**src/rtl/csbs_pkg.sv**
```systemverilog
`default_nettype none
package csbs_pkg;

  localparam int MAX_CHANNELS = 64;

  localparam int SCORE_W  = 12;
  localparam int COUNT_W  = 7;
  localparam int CHAN_W   = 8;
  localparam int FREQ_W   = 16;
  localparam int TIME_W   = 40;
  localparam int NOISE_W  = 8;
  localparam int BAND_W   = 2;

  // quotient bits: eight for the percentage plus one overflow bit
  localparam int DIV_STEPS = 9;
  localparam int DIV_IDX_W = 4;
  localparam int DIVD_W    = TIME_W + 7;
  localparam int DSOR_W    = TIME_W + DIV_STEPS - 1;

  localparam logic [BAND_W-1:0] BAND_2G4 = 2'd0;
  localparam logic [BAND_W-1:0] BAND_5G  = 2'd1;
  localparam logic [BAND_W-1:0] BAND_6G  = 2'd2;

  localparam logic signed [SCORE_W-1:0] SCORE_MIN = {1'b1, {(SCORE_W-1){1'b0}}};

  localparam int SCORE_BASE   = 1000;
  localparam int BONUS_5G     = 100;
  localparam int BONUS_6G     = 200;
  localparam int WIDE_BONUS   = 50;
  localparam int RADAR_COST   = 50;
  localparam int NOISE_REF    = 100;
  localparam int CHAN_2G4_MAX = 13;

  typedef struct packed {
    logic                 load;
    logic                 mul;
    logic                 div_step;
    logic [DIV_IDX_W-1:0] div_idx;
    logic                 score;
    logic                 update;
  } cmd_t;

endpackage
`default_nettype wire

```
**src/rtl/csbs_ctrl.sv**
```systemverilog
`default_nettype none
module csbs_ctrl (
  input  wire logic         clk,
  input  wire logic         rst_n,
  input  wire logic         in_valid,
  output logic              in_stall,
  output logic              out_valid,
  input  wire logic         out_stall,
  output csbs_pkg::cmd_t    cmd
);
  import csbs_pkg::*;

  localparam logic [2:0] ST_IDLE  = 3'd0;
  localparam logic [2:0] ST_MUL   = 3'd1;
  localparam logic [2:0] ST_DIV   = 3'd2;
  localparam logic [2:0] ST_SCORE = 3'd3;
  localparam logic [2:0] ST_UPD   = 3'd4;

  logic [2:0]           state_r, state_nxt;
  logic [DIV_IDX_W-1:0] idx_r, idx_nxt;
  logic                 out_valid_r, out_valid_nxt;
  logic                 out_free;

  assign out_free  = !out_valid_r || !out_stall;
  assign in_stall  = (state_r != ST_IDLE);
  assign out_valid = out_valid_r;

  always_comb begin
    state_nxt     = state_r;
    idx_nxt       = idx_r;
    out_valid_nxt = out_valid_r && out_stall;
    cmd           = '0;
    cmd.div_idx   = idx_r;
    unique case (state_r)
      ST_IDLE: begin
        if (in_valid) begin
          cmd.load  = 1'b1;
          state_nxt = ST_MUL;
        end
      end
      ST_MUL: begin
        cmd.mul   = 1'b1;
        idx_nxt   = DIV_IDX_W'(DIV_STEPS - 1);
        state_nxt = ST_DIV;
      end
      ST_DIV: begin
        cmd.div_step = 1'b1;
        idx_nxt      = idx_r - 1'b1;
        if (idx_r == '0) begin
          state_nxt = ST_SCORE;
        end
      end
      ST_SCORE: begin
        cmd.score = 1'b1;
        state_nxt = ST_UPD;
      end
      ST_UPD: begin
        if (out_free) begin
          cmd.update    = 1'b1;
          out_valid_nxt = 1'b1;
          state_nxt     = ST_IDLE;
        end
      end
      default: begin
        state_nxt = ST_IDLE;
      end
    endcase
  end

  always_ff @(posedge clk) begin
    if (!rst_n) begin
      state_r     <= ST_IDLE;
      idx_r       <= '0;
      out_valid_r <= 1'b0;
    end else begin
      state_r     <= state_nxt;
      idx_r       <= idx_nxt;
      out_valid_r <= out_valid_nxt;
    end
  end

endmodule
`default_nettype wire

```
**src/rtl/csbs_dp.sv**
```systemverilog
`default_nettype none
module csbs_dp (
  input  wire logic                                  clk,
  input  wire logic                                  rst_n,
  input  wire csbs_pkg::cmd_t                        cmd,
  input  wire logic                                  in_round_start,
  input  wire logic                                  in_round_end,
  input  wire logic [csbs_pkg::BAND_W-1:0]           in_band,
  input  wire logic [csbs_pkg::CHAN_W-1:0]           in_channel_number,
  input  wire logic [csbs_pkg::FREQ_W-1:0]           in_chan_freq,
  input  wire logic                                  in_disabled,
  input  wire logic                                  in_radar,
  input  wire logic                                  in_no_forty,
  input  wire logic                                  in_has_survey,
  input  wire logic [csbs_pkg::TIME_W-1:0]           in_busy_time,
  input  wire logic [csbs_pkg::TIME_W-1:0]           in_active_time,
  input  wire logic signed [csbs_pkg::NOISE_W-1:0]   in_noise,
  output logic signed [csbs_pkg::SCORE_W-1:0]        out_channel_score,
  output logic                                       out_channel_counted,
  output logic [csbs_pkg::CHAN_W-1:0]                out_best_channel,
  output logic [csbs_pkg::FREQ_W-1:0]                out_best_freq,
  output logic signed [csbs_pkg::SCORE_W-1:0]        out_top_score,
  output logic [csbs_pkg::COUNT_W-1:0]               out_scored_count,
  output logic                                       out_round_done
);
  import csbs_pkg::*;

  // captured item
  logic                      start_r, end_r, dis_r, radar_r, nof_r, surv_r;
  logic [BAND_W-1:0]         band_r;
  logic [CHAN_W-1:0]         chnum_r;
  logic [FREQ_W-1:0]         freq_r;
  logic [TIME_W-1:0]         busy_r, active_r;
  logic signed [NOISE_W-1:0] noise_r;

  // divider
  logic [DIVD_W-1:0]         rem_r;
  logic [DIV_STEPS-1:0]      q_r;
  logic [DIVD_W-1:0]         dividend;
  logic [DSOR_W-1:0]         dsor_sh;
  logic [DSOR_W-1:0]         rem_ext;
  logic                      div_ge;

  // score
  logic signed [SCORE_W-1:0] score_r, score_nxt;
  logic [7:0]                pct;
  logic signed [NOISE_W+1:0] noise_off;
  logic [7:0]                off;
  logic                      wide;
  logic [10:0]               pos, neg;
  logic signed [SCORE_W:0]   score_full;

  // round state
  logic signed [SCORE_W-1:0] top_score_r;
  logic [CHAN_W-1:0]         best_chan_r;
  logic [FREQ_W-1:0]         best_freq_r;
  logic [COUNT_W-1:0]        count_r;

  logic signed [SCORE_W-1:0] eff_score, new_score;
  logic [CHAN_W-1:0]         eff_chan, new_chan;
  logic [FREQ_W-1:0]         eff_freq, new_freq;
  logic [COUNT_W-1:0]        eff_count, new_count;
  logic                      counted, better, any;

  // busy * 100 as shifted adds
  assign dividend = (DIVD_W'(busy_r) << 6) + (DIVD_W'(busy_r) << 5)
                  + (DIVD_W'(busy_r) << 2);
  assign dsor_sh  = DSOR_W'(active_r) << cmd.div_idx;
  assign rem_ext  = DSOR_W'(rem_r);
  assign div_ge   = rem_ext >= dsor_sh;

  always_comb begin
    if (!surv_r || active_r == '0) begin
      pct = '0;
    end else if (q_r[DIV_STEPS-1]) begin
      pct = 8'hFF;
    end else begin
      pct = q_r[7:0];
    end
    noise_off = (surv_r ? (NOISE_W+2)'(noise_r) : '0) + (NOISE_W+2)'(NOISE_REF);
    off       = noise_off[NOISE_W+1] ? 8'd0 : noise_off[7:0];
    case (band_r)
      BAND_2G4: wide = (chnum_r >= 8'd1) && (chnum_r <= 8'(CHAN_2G4_MAX));
      BAND_6G:  wide = 1'b1;
      default:  wide = !nof_r;
    endcase
    pos = 11'(SCORE_BASE) + (wide ? 11'(WIDE_BONUS) : 11'd0);
    case (band_r)
      BAND_5G: pos = pos + 11'(BONUS_5G);
      BAND_6G: pos = pos + 11'(BONUS_6G);
      default: pos = pos;
    endcase
    neg = {1'b0, pct, 2'b00} + {2'b00, off, 1'b0} + {3'b000, off}
        + (radar_r ? 11'(RADAR_COST) : 11'd0);
    score_full = $signed({2'b00, pos}) - $signed({2'b00, neg});
    score_nxt  = score_full[SCORE_W-1:0];
  end

  always_comb begin
    eff_score = start_r ? SCORE_MIN : top_score_r;
    eff_chan  = start_r ? '0 : best_chan_r;
    eff_freq  = start_r ? '0 : best_freq_r;
    eff_count = start_r ? '0 : count_r;
    counted   = !dis_r && (eff_count < COUNT_W'(MAX_CHANNELS));
    better    = counted && (score_r > eff_score);
    new_score = better ? score_r : eff_score;
    new_chan  = better ? chnum_r : eff_chan;
    new_freq  = better ? freq_r : eff_freq;
    new_count = counted ? eff_count + 1'b1 : eff_count;
    any       = (new_count != '0);
  end

  always_ff @(posedge clk) begin
    if (cmd.load) begin
      start_r  <= in_round_start;
      end_r    <= in_round_end;
      band_r   <= in_band;
      chnum_r  <= in_channel_number;
      freq_r   <= in_chan_freq;
      dis_r    <= in_disabled;
      radar_r  <= in_radar;
      nof_r    <= in_no_forty;
      surv_r   <= in_has_survey;
      busy_r   <= in_busy_time;
      active_r <= in_active_time;
      noise_r  <= in_noise;
    end
    if (cmd.mul) begin
      rem_r <= dividend;
      q_r   <= '0;
    end
    if (cmd.div_step && div_ge) begin
      rem_r             <= DIVD_W'(rem_ext - dsor_sh);
      q_r[cmd.div_idx]  <= 1'b1;
    end
    if (cmd.score) begin
      score_r <= score_nxt;
    end
    if (cmd.update) begin
      out_channel_score   <= counted ? score_r : '0;
      out_channel_counted <= counted;
      out_best_channel    <= any ? new_chan : '0;
      out_best_freq       <= any ? new_freq : '0;
      out_top_score       <= any ? new_score : '0;
      out_scored_count    <= new_count;
      out_round_done      <= end_r;
    end
  end

  always_ff @(posedge clk) begin
    if (!rst_n) begin
      top_score_r <= SCORE_MIN;
      best_chan_r <= '0;
      best_freq_r <= '0;
      count_r     <= '0;
    end else if (cmd.update) begin
      if (end_r) begin
        top_score_r <= SCORE_MIN;
        best_chan_r <= '0;
        best_freq_r <= '0;
        count_r     <= '0;
      end else begin
        top_score_r <= new_score;
        best_chan_r <= new_chan;
        best_freq_r <= new_freq;
        count_r     <= new_count;
      end
    end
  end

endmodule
`default_nettype wire

```
**src/rtl/channel_score_best_select.sv**
```systemverilog
// steps: load, multiply by 100, divide, score, then update and offer the result
// a new item is taken only after the last one's update; the 9-step restoring divider
//   (eight quotient bits plus overflow) forms the busy percentage
// the result register lets the next item start while a result waits
// reset: synchronous active low rst_n clears control and the best choice
`default_nettype none
module channel_score_best_select (
  input  wire logic                                  clk,
  input  wire logic                                  rst_n,
  input  wire logic                                  in_valid,
  output logic                                       in_stall,
  input  wire logic                                  in_round_start,
  input  wire logic                                  in_round_end,
  input  wire logic [csbs_pkg::BAND_W-1:0]           in_band,
  input  wire logic [csbs_pkg::CHAN_W-1:0]           in_channel_number,
  input  wire logic [csbs_pkg::FREQ_W-1:0]           in_chan_freq,
  input  wire logic                                  in_disabled,
  input  wire logic                                  in_radar,
  input  wire logic                                  in_no_forty,
  input  wire logic                                  in_has_survey,
  input  wire logic [csbs_pkg::TIME_W-1:0]           in_busy_time,
  input  wire logic [csbs_pkg::TIME_W-1:0]           in_active_time,
  input  wire logic signed [csbs_pkg::NOISE_W-1:0]   in_noise,
  output logic                                       out_valid,
  input  wire logic                                  out_stall,
  output logic signed [csbs_pkg::SCORE_W-1:0]        out_channel_score,
  output logic                                       out_channel_counted,
  output logic [csbs_pkg::CHAN_W-1:0]                out_best_channel,
  output logic [csbs_pkg::FREQ_W-1:0]                out_best_freq,
  output logic signed [csbs_pkg::SCORE_W-1:0]        out_top_score,
  output logic [csbs_pkg::COUNT_W-1:0]               out_scored_count,
  output logic                                       out_round_done
);
  import csbs_pkg::*;

  cmd_t cmd;

  csbs_ctrl u_ctrl (
    .clk       (clk),
    .rst_n     (rst_n),
    .in_valid  (in_valid),
    .in_stall  (in_stall),
    .out_valid (out_valid),
    .out_stall (out_stall),
    .cmd       (cmd)
  );

  csbs_dp u_dp (
    .clk                 (clk),
    .rst_n               (rst_n),
    .cmd                 (cmd),
    .in_round_start      (in_round_start),
    .in_round_end        (in_round_end),
    .in_band             (in_band),
    .in_channel_number   (in_channel_number),
    .in_chan_freq        (in_chan_freq),
    .in_disabled         (in_disabled),
    .in_radar            (in_radar),
    .in_no_forty         (in_no_forty),
    .in_has_survey       (in_has_survey),
    .in_busy_time        (in_busy_time),
    .in_active_time      (in_active_time),
    .in_noise            (in_noise),
    .out_channel_score   (out_channel_score),
    .out_channel_counted (out_channel_counted),
    .out_best_channel    (out_best_channel),
    .out_best_freq       (out_best_freq),
    .out_top_score       (out_top_score),
    .out_scored_count    (out_scored_count),
    .out_round_done      (out_round_done)
  );

endmodule
`default_nettype wire

```
**config.mk**
```make
export PLATFORM = sky130hd
export DESIGN_NAME = channel_score_best_select
export DESIGN_NICKNAME = d
export VERILOG_FILES = /design/src/rtl/csbs_pkg.sv /design/src/rtl/csbs_ctrl.sv /design/src/rtl/csbs_dp.sv /design/src/rtl/channel_score_best_select.sv
export SDC_FILE = /design/constraint.sdc
export NUM_CORES = 1
export LEC_CHECK = 0
export BUFFER_PORTS_ARGS = -buffer_cell sky130_fd_sc_hd__buf_4
export CAP_MARGIN = 20
export CORE_MARGIN = 1.5
export CORE_UTILIZATION = 34
export DETAILED_ROUTE_END_ITERATION = 6
export PLACE_DENSITY_LB_ADDON = 0.3
export SYNTH_ARGS = -nofsm -noshare
export SYNTH_HDL_FRONTEND = slang
export SYNTH_SLANG_ARGS = --single-unit
```
**constraint.sdc**
```tcl
create_clock -name clk -period 11.9 [get_ports clk]
set_input_delay 1.19 -clock clk [delete_from_list [all_inputs] [get_ports clk]]
set_output_delay 1.19 -clock clk [all_outputs]
set_load 0.005 [all_outputs]
```
Word-level counts from Yosys, hierarchy flattened
Cells that the tools add are included.
{"block": "word_totals", "ff_bits": 296, "latch_bits": 0, "ramBits": 0, "romBits": 0, "output_inout_bits": 59, "elab_cells": 122, "n_memories": 0}
{"block": "classes", "n_addsub": 13, "multipliers": 0, "div": 0, "n_lt_le_gt_ge": 7, "eq_ne": 9, "shift": 1, "mux": 40, "n_bitwise": 1, "reduce_logical": 22}
{"op": "$mux 47", "count": 2}
{"op": "$ge 47x48->1", "count": 1}
{"op": "$mux 16", "count": 3}
{"op": "$mux 8", "count": 6}
{"op": "$shl 40x4->48", "count": 1}
{"op": "$add 46x45->47", "count": 1}
{"op": "$add 47x42->47", "count": 1}
{"op": "$sub 47x47->47", "count": 1}
{"op": "$logic_not 40->1", "count": 1}
{"op": "$mux 12", "count": 3}
{"op": "$pmux 11 s2", "count": 1}
{"op": "$mux 7", "count": 3}
{"op": "$mux 9", "count": 2}
{"op": "$pmux 3 s5", "count": 1}
{"op": "$gt 12x12->1", "count": 1}
{"op": "$mux 6", "count": 2}
{"op": "$sub 11x11->12", "count": 1}
{"op": "$add 10x11->11 const A", "count": 1}
{"op": "$add 10x9->11", "count": 1}
{"op": "$add 11x11->11", "count": 1}
{"op": "$add 11x7->11 const B", "count": 1}
{"op": "$add 11x8->11", "count": 1}
{"op": "$add 11x8->11 const B", "count": 1}
{"op": "$add 10x7->10 const B", "count": 1}
{"op": "other kinds (31)", "count": 55}

Longest topological paths before layout
{"block": "depth", "depth_word": 8, "ltp_mapped": 22}

By module
From an unflattened synthesis, not the netlist that was laid out.
{"block": "hier_totals", "hier_cells": 1968, "area_unflattened_um2": 19922.9}
{"module": "csbs_dp", "instances": 1, "cells_per_inst": 1911, "area_per_inst_um2": 19469.9, "seq_area_each_um2": 8127.8}
{"module": "csbs_ctrl", "instances": 1, "cells_per_inst": 57, "area_per_inst_um2": 452.9, "seq_area_each_um2": 160.2}

Worst setup path before layout
OpenSTA, ideal clock, no wires.
{"block": "synth_timing", "path_kind": "input -> register", "start": "in in_valid", "end": "reg u_dp.active_r[0] (enable)", "setup_time_ns": 0.746, "t_arrival_ns": 9.350, "path_slack_ns": 1.804, "path_stages": 2, "path_buffers": 0, "cell_sequence": "nand2_1 -> nor3_1"}
{"item": "start, declared", "line": "channel_score_best_select.sv:10", "source": "input wire logic in_valid,"}
{"item": "end signal, assigned", "line": "csbs_dp.sv:125", "source": "active_r <= in_active_time;"}
{"item": "end, declared", "line": "csbs_dp.sv:33", "source": "logic [TIME_W-1:0] busy_r, active_r;"}

Worst setup path after layout
{"block": "layout_timing", "start": "reg u_ctrl.idx_r[0]", "end": "reg u_dp.rem_r[45] (enable)"}
{"block": "layout_between", "elab_chain_cells": 4}
{"item": "start, declared", "line": "csbs_ctrl.sv:20", "source": "logic [DIV_IDX_W-1:0] idx_r, idx_nxt;"}
{"item": "start signal, assigned", "line": "csbs_ctrl.sv:77", "source": "idx_r <= idx_nxt;"}
{"item": "$shl 40x4->48", "line": "csbs_dp.sv:68", "source": "assign dsor_sh = DSOR_W'(active_r) << cmd.div_idx;"}
{"item": "$ge 47x48->1", "line": "csbs_dp.sv:70", "source": "assign div_ge = rem_ext >= dsor_sh;"}
{"item": "$logic_and 1x1->1", "line": "csbs_dp.sv:132", "source": "if (cmd.div_step && div_ge) begin"}
{"item": "$reduce_bool 2->1 (no line)"}
{"item": "end signal, assigned", "line": "csbs_dp.sv:129", "source": "rem_r <= dividend;"}
{"item": "end signal, assigned", "line": "csbs_dp.sv:133", "source": "rem_r <= DIVD_W'(rem_ext - dsor_sh);"}
{"item": "end, declared", "line": "csbs_dp.sv:37", "source": "logic [DIVD_W-1:0] rem_r;"}
Every way passes these cells.
A chain may end at the register's enable or synchronous reset.

==> flow_summary_export.csv <==
group,metric,value,unit
power,seqPwrFrac,0.268,
cts,h-tree-depth,2,
worst_hold_path,worst_hold_startpoint,"u_dp.top_score_r[11]$_SDFFE_PN1P_",
power,p_switching,2214,uW
logic_synthesis,async_flop_share,0,
power,p_int,3174,uW
sta,rsz0062_at_grt,"no",
floorplanning,die_area,59670,um^2
sta,tightestPinTransition,1.058,ns
critical_path,r2r-end,"u_dp.rem_r[45]$_DFFE_PP_",
critical_path,path_common_cell,"buf_4",
final_layout,layout.cells.non_filler,2861,
route,wirelength,51.75,mm
sta,hold_violations,0,
critical_path,rrSetupSlack,6.32,ns
critical_path,crit_family,"compound AO/OA/AOI/OAI gates",
final_layout,syn2layout_area_growth,16.63,%
critical_path,cp_slowest_cell,"buf_4",
final_layout,drive_gt1_frac,0.1632,
sta,setup_viol,0,
cts,clk_latency,0.56,ns
logic_synthesis,muxShareOfSynthArea,0.05013,
logic_synthesis,synth_simple_gate_area_frac,0.1295,
cts,cts_resized,0,
power,p_per_area,233.4,nW/um^2
worst_hold_path,hold_end,"u_dp.top_score_r[11]$_SDFFE_PN1P_",
logic_synthesis,netlist_area,19790,um^2
global_route,grt_max_degree,90,
critical_path,cp-end-kind,"register",
logic_synthesis,synth_area_leaders,"edfxtp_1 (36%), ha_1 (8.7%), dfxtp_1 (6.1%)",
logic_synthesis,synthXorXnorAreaFrac,0.04558,
cts,clk_pin_slew,0.06,ns
run_status,status,"complete, no violations",
cts,cts_buffers,37,
logic_synthesis,synth_commonest_cells,"edfxtp_1 (236), nand2_1 (219), a21oi_1 (175)",
logic_synthesis,ys_types,90,
floorplanning,die_w,244.3,um
logic_synthesis,synth_nets,2241,
sta,finalClockSkew,0.02093,ns
route,first_pass_iters,5,
floorplanning,start_util,0.3437,
logic_synthesis,ys_seq_area_frac,0.4187,
logic_synthesis,synth_edf_count,236,
critical_path,crit_fanout,89,
power,swShare,0.4110,
final_layout,nets,2376,
cts,post_cts_buffers,0,
cts,cts_buffer_depth,3,
sta,maxSlewViolCount,0,
cts,clock_sinks,296,
cts,cts_tree,"built",
sta,tns,0,ns
critical_path,path_cells,"buf_4 > inv_1 > a211oi_1 > a21oi_1 > mux2i_1 > nand2_1 > o21ai_0 > ha_1 > a21oi_1 > o21bai_1 > a21o_1 > a221o_1 > o21ai_0 > o311ai_1 > o21ai_4 > buf_4 > nand2_2 > buf_4",
global_route,grt_pass1_vias,14890,
critical_path,crit_required,12.12,ns
floorplanning,io_pins,183,
sta,setup_ws,6.325,ns
worst_hold_path,whs_path_depth,2,
logic_synthesis,synth_warnings,0,
floorplanning,die_h,244.3,um
logic_synthesis,syn_avg_cell_area,10.25,um^2
route,wl_per_cell,18.09,um
logic_synthesis,postSynthCellCount,1931,
route,via_per_inst,5.306,
sta,slew_headroom,0.2919,
logic_synthesis,synth-compound-area-share,0.1809,
critical_path,path_class,"reg2reg",
global_route,overflow,0,
critical_path,path_buf_inv,4,
placed_design,dpl_worst_slack,6.346,ns
logic_synthesis,synth_top_family_by_area,"compound AO/OA/AOI/OAI gates",
cts,cts_hold_buf,0,
power,leakage,0.009035,uW
global_route,antenna_found_initial,3,
route,ant_nets,0,
power,pwr-share-comb,0.516,
cts,clock-root-buffer,"clkbuf_16",
logic_synthesis,yosys.area_share.adder,0.1362,
global_route,grt_pass1_wl,80.88,mm
sta,period_minus_slack,5.575,ns
worst_hold_path,hold_class,"reg2reg",
placed_design,placed_cells,2792,
placed_design,hpwl,38.41,mm
logic_synthesis,yosysTopAreaCellShare,0.3581,
critical_path,crit-reg2reg-launch,"u_ctrl.idx_r[0]$_SDFFE_PN0P_",
sta,clock.fmax,179.4,MHz
floorplanning,fp-row-count,88,
critical_path,cp_data_arrival_time,5.80,ns
critical_path,max_stage_delay,0.68,ns
critical_path,crit_cells,18,
power,clockPowerShare,0.216,
critical_path,rr_worst_depth,18,
critical_path,cp-start-kind,"register",
logic_synthesis,yosys.cell_count.top_type,"edfxtp_1",
power,vdd_drop_max,0.1203,mV
route,via_count,15180,
logic_synthesis,ys_ff_latch,296,
placed_design,port_buffers,182,
logic_synthesis,ys.flop_type,"edfxtp_1",
placed_design,gp_congestion,0.9125,
global_route,track_usage,0.1700,
logic_synthesis,yosysTopAreaCell,"edfxtp_1",
floorplanning,coreArea,57590,um^2
route,drc,0,
job,max-cap-violations,0,
route,drtIter0Drc,943,
sta,post-route-period-util,0.4685,
worst max path at each step:
| stage | start | to | slack [ns] |
|---|---|---|---|
| 2_1_floorplan | in_valid | u_dp.active_r[0]$_DFFE_PP_ | 1.80 |
| 3_3_place_gp | u_ctrl.idx_r[0]$_SDFFE_PN0P_ | u_dp.rem_r[45]$_DFFE_PP_ | 6.57 |
| 3_5_place_dp | u_ctrl.idx_r[0]$_SDFFE_PN0P_ | u_dp.rem_r[45]$_DFFE_PP_ | 6.35 |
| 4_1_cts | u_ctrl.idx_r[0]$_SDFFE_PN0P_ | u_dp.rem_r[39]$_DFFE_PP_ | 6.30 |
| 5_1_grt | u_ctrl.idx_r[0]$_SDFFE_PN0P_ | u_dp.rem_r[45]$_DFFE_PP_ | 5.79 |
| 6_report | u_ctrl.idx_r[0]$_SDFFE_PN0P_ | u_dp.rem_r[45]$_DFFE_PP_ | 6.32 |
cell families after synthesis:
logic type,after synthesis
and+or+nand+nor,538
buffers and inverters,186
DFF,296
xor gates and xnor gates,103
muxes,64
adders and majority gates,186
AOI/OAI and AO/OA,558
worst min-delay path, delay by kind of cell (launching register included):
family / cells / cell delay [ns]
flops: 1 / 0.31
buf+inv: 1 / 0.05
compound gates: 1 / 0.05
final cells by class:
type	count	area (um^2)
Antenna cell	1	2.502
Timing Repair Buffer	199	1494
Tap cell	765	957.2
Inverter	83	316.6
Fill cell	5658	34500
Clock buffer	45	965.9
Sequential cell	296	8290
Clock inverter	23	294.0
Multi-Input combinational cell	1449	10760
sequential cells by signal (all words and copies together) (netlist names), 9 cells and up:
register                cells
u_dp.out_best_freq         16
u_dp.out_channel_score     12
u_dp.rem_r                 47
u_dp.out_top_score         12
u_dp.active_r              40
u_dp.top_score_r           12
u_dp.score_r               12
u_dp.q_r                    9
u_dp.freq_r                16
u_dp.busy_r                40
u_dp.best_freq_r           16
power groups by stage:
stage	Sequential [uW]	Clock (uW)	Combinational (uW)
2_1_floorplan	1430	0	2140
3_3_place_gp	1470	0	2740
3_5_place_dp	1470	0	2750
4_1_cts	1450	1210	2780
5_1_grt	1460	1240	3110
6_report	1440	1160	2780
layer usage:
metal  routed length (um)  global-route usage  vias to the layer above
met5                   34                   0                        -
met4                 1272             0.05011                        6
met3                 2581             0.02634                       85
met2                24500              0.2848                      413
met1                23360              0.2263                     7273
li1                     -                   -                     7403
placed cells by master (no fill, tap or decap), drive strengths merged, types with 21 or more instances in the layout:
master | synthesis | routed
and2 | 23 | 23
nor2b | 22 | 22
a31oi | 27 | 27
mux2i | 26 | 26
a21o | 49 | 49
a21oi | 190 | 190
o21ai | 129 | 129
nand3 | 63 | 63
a22o | 43 | 43
o21a | 21 | 21
inv | 83 | 84
nor2 | 96 | 96
fa | 49 | 49
edfxtp | 236 | 236
nand4 | 28 | 28
mux4 | 27 | 27
dfxtp | 60 | 60
clkbuf | 67 | 45
buf | 36 | 199
nand2 | 220 | 220
xor2 | 34 | 34
xnor2 | 69 | 69
ha | 137 | 137
stage by stage:
stage / area (um^2) / hold slack, ns / total power (uW) / util
2_1_floorplan: 19790 / 0.4251 / 3568 / -
3_3_place_gp: 21820 / 0.4334 / 4211 / 0.3789
3_5_place_dp: 21820 / 0.4379 / 4215 / 0.3789
4_1_cts: 23080 / 0.4481 / 5430 / 0.4008
5_1_grt: 23080 / 0.4744 / 5814 / 0.4008
6_report: 23080 / 0.4468 / 5388 / 0.4009
Note: power is estimated with default switching activity, not from simulation.
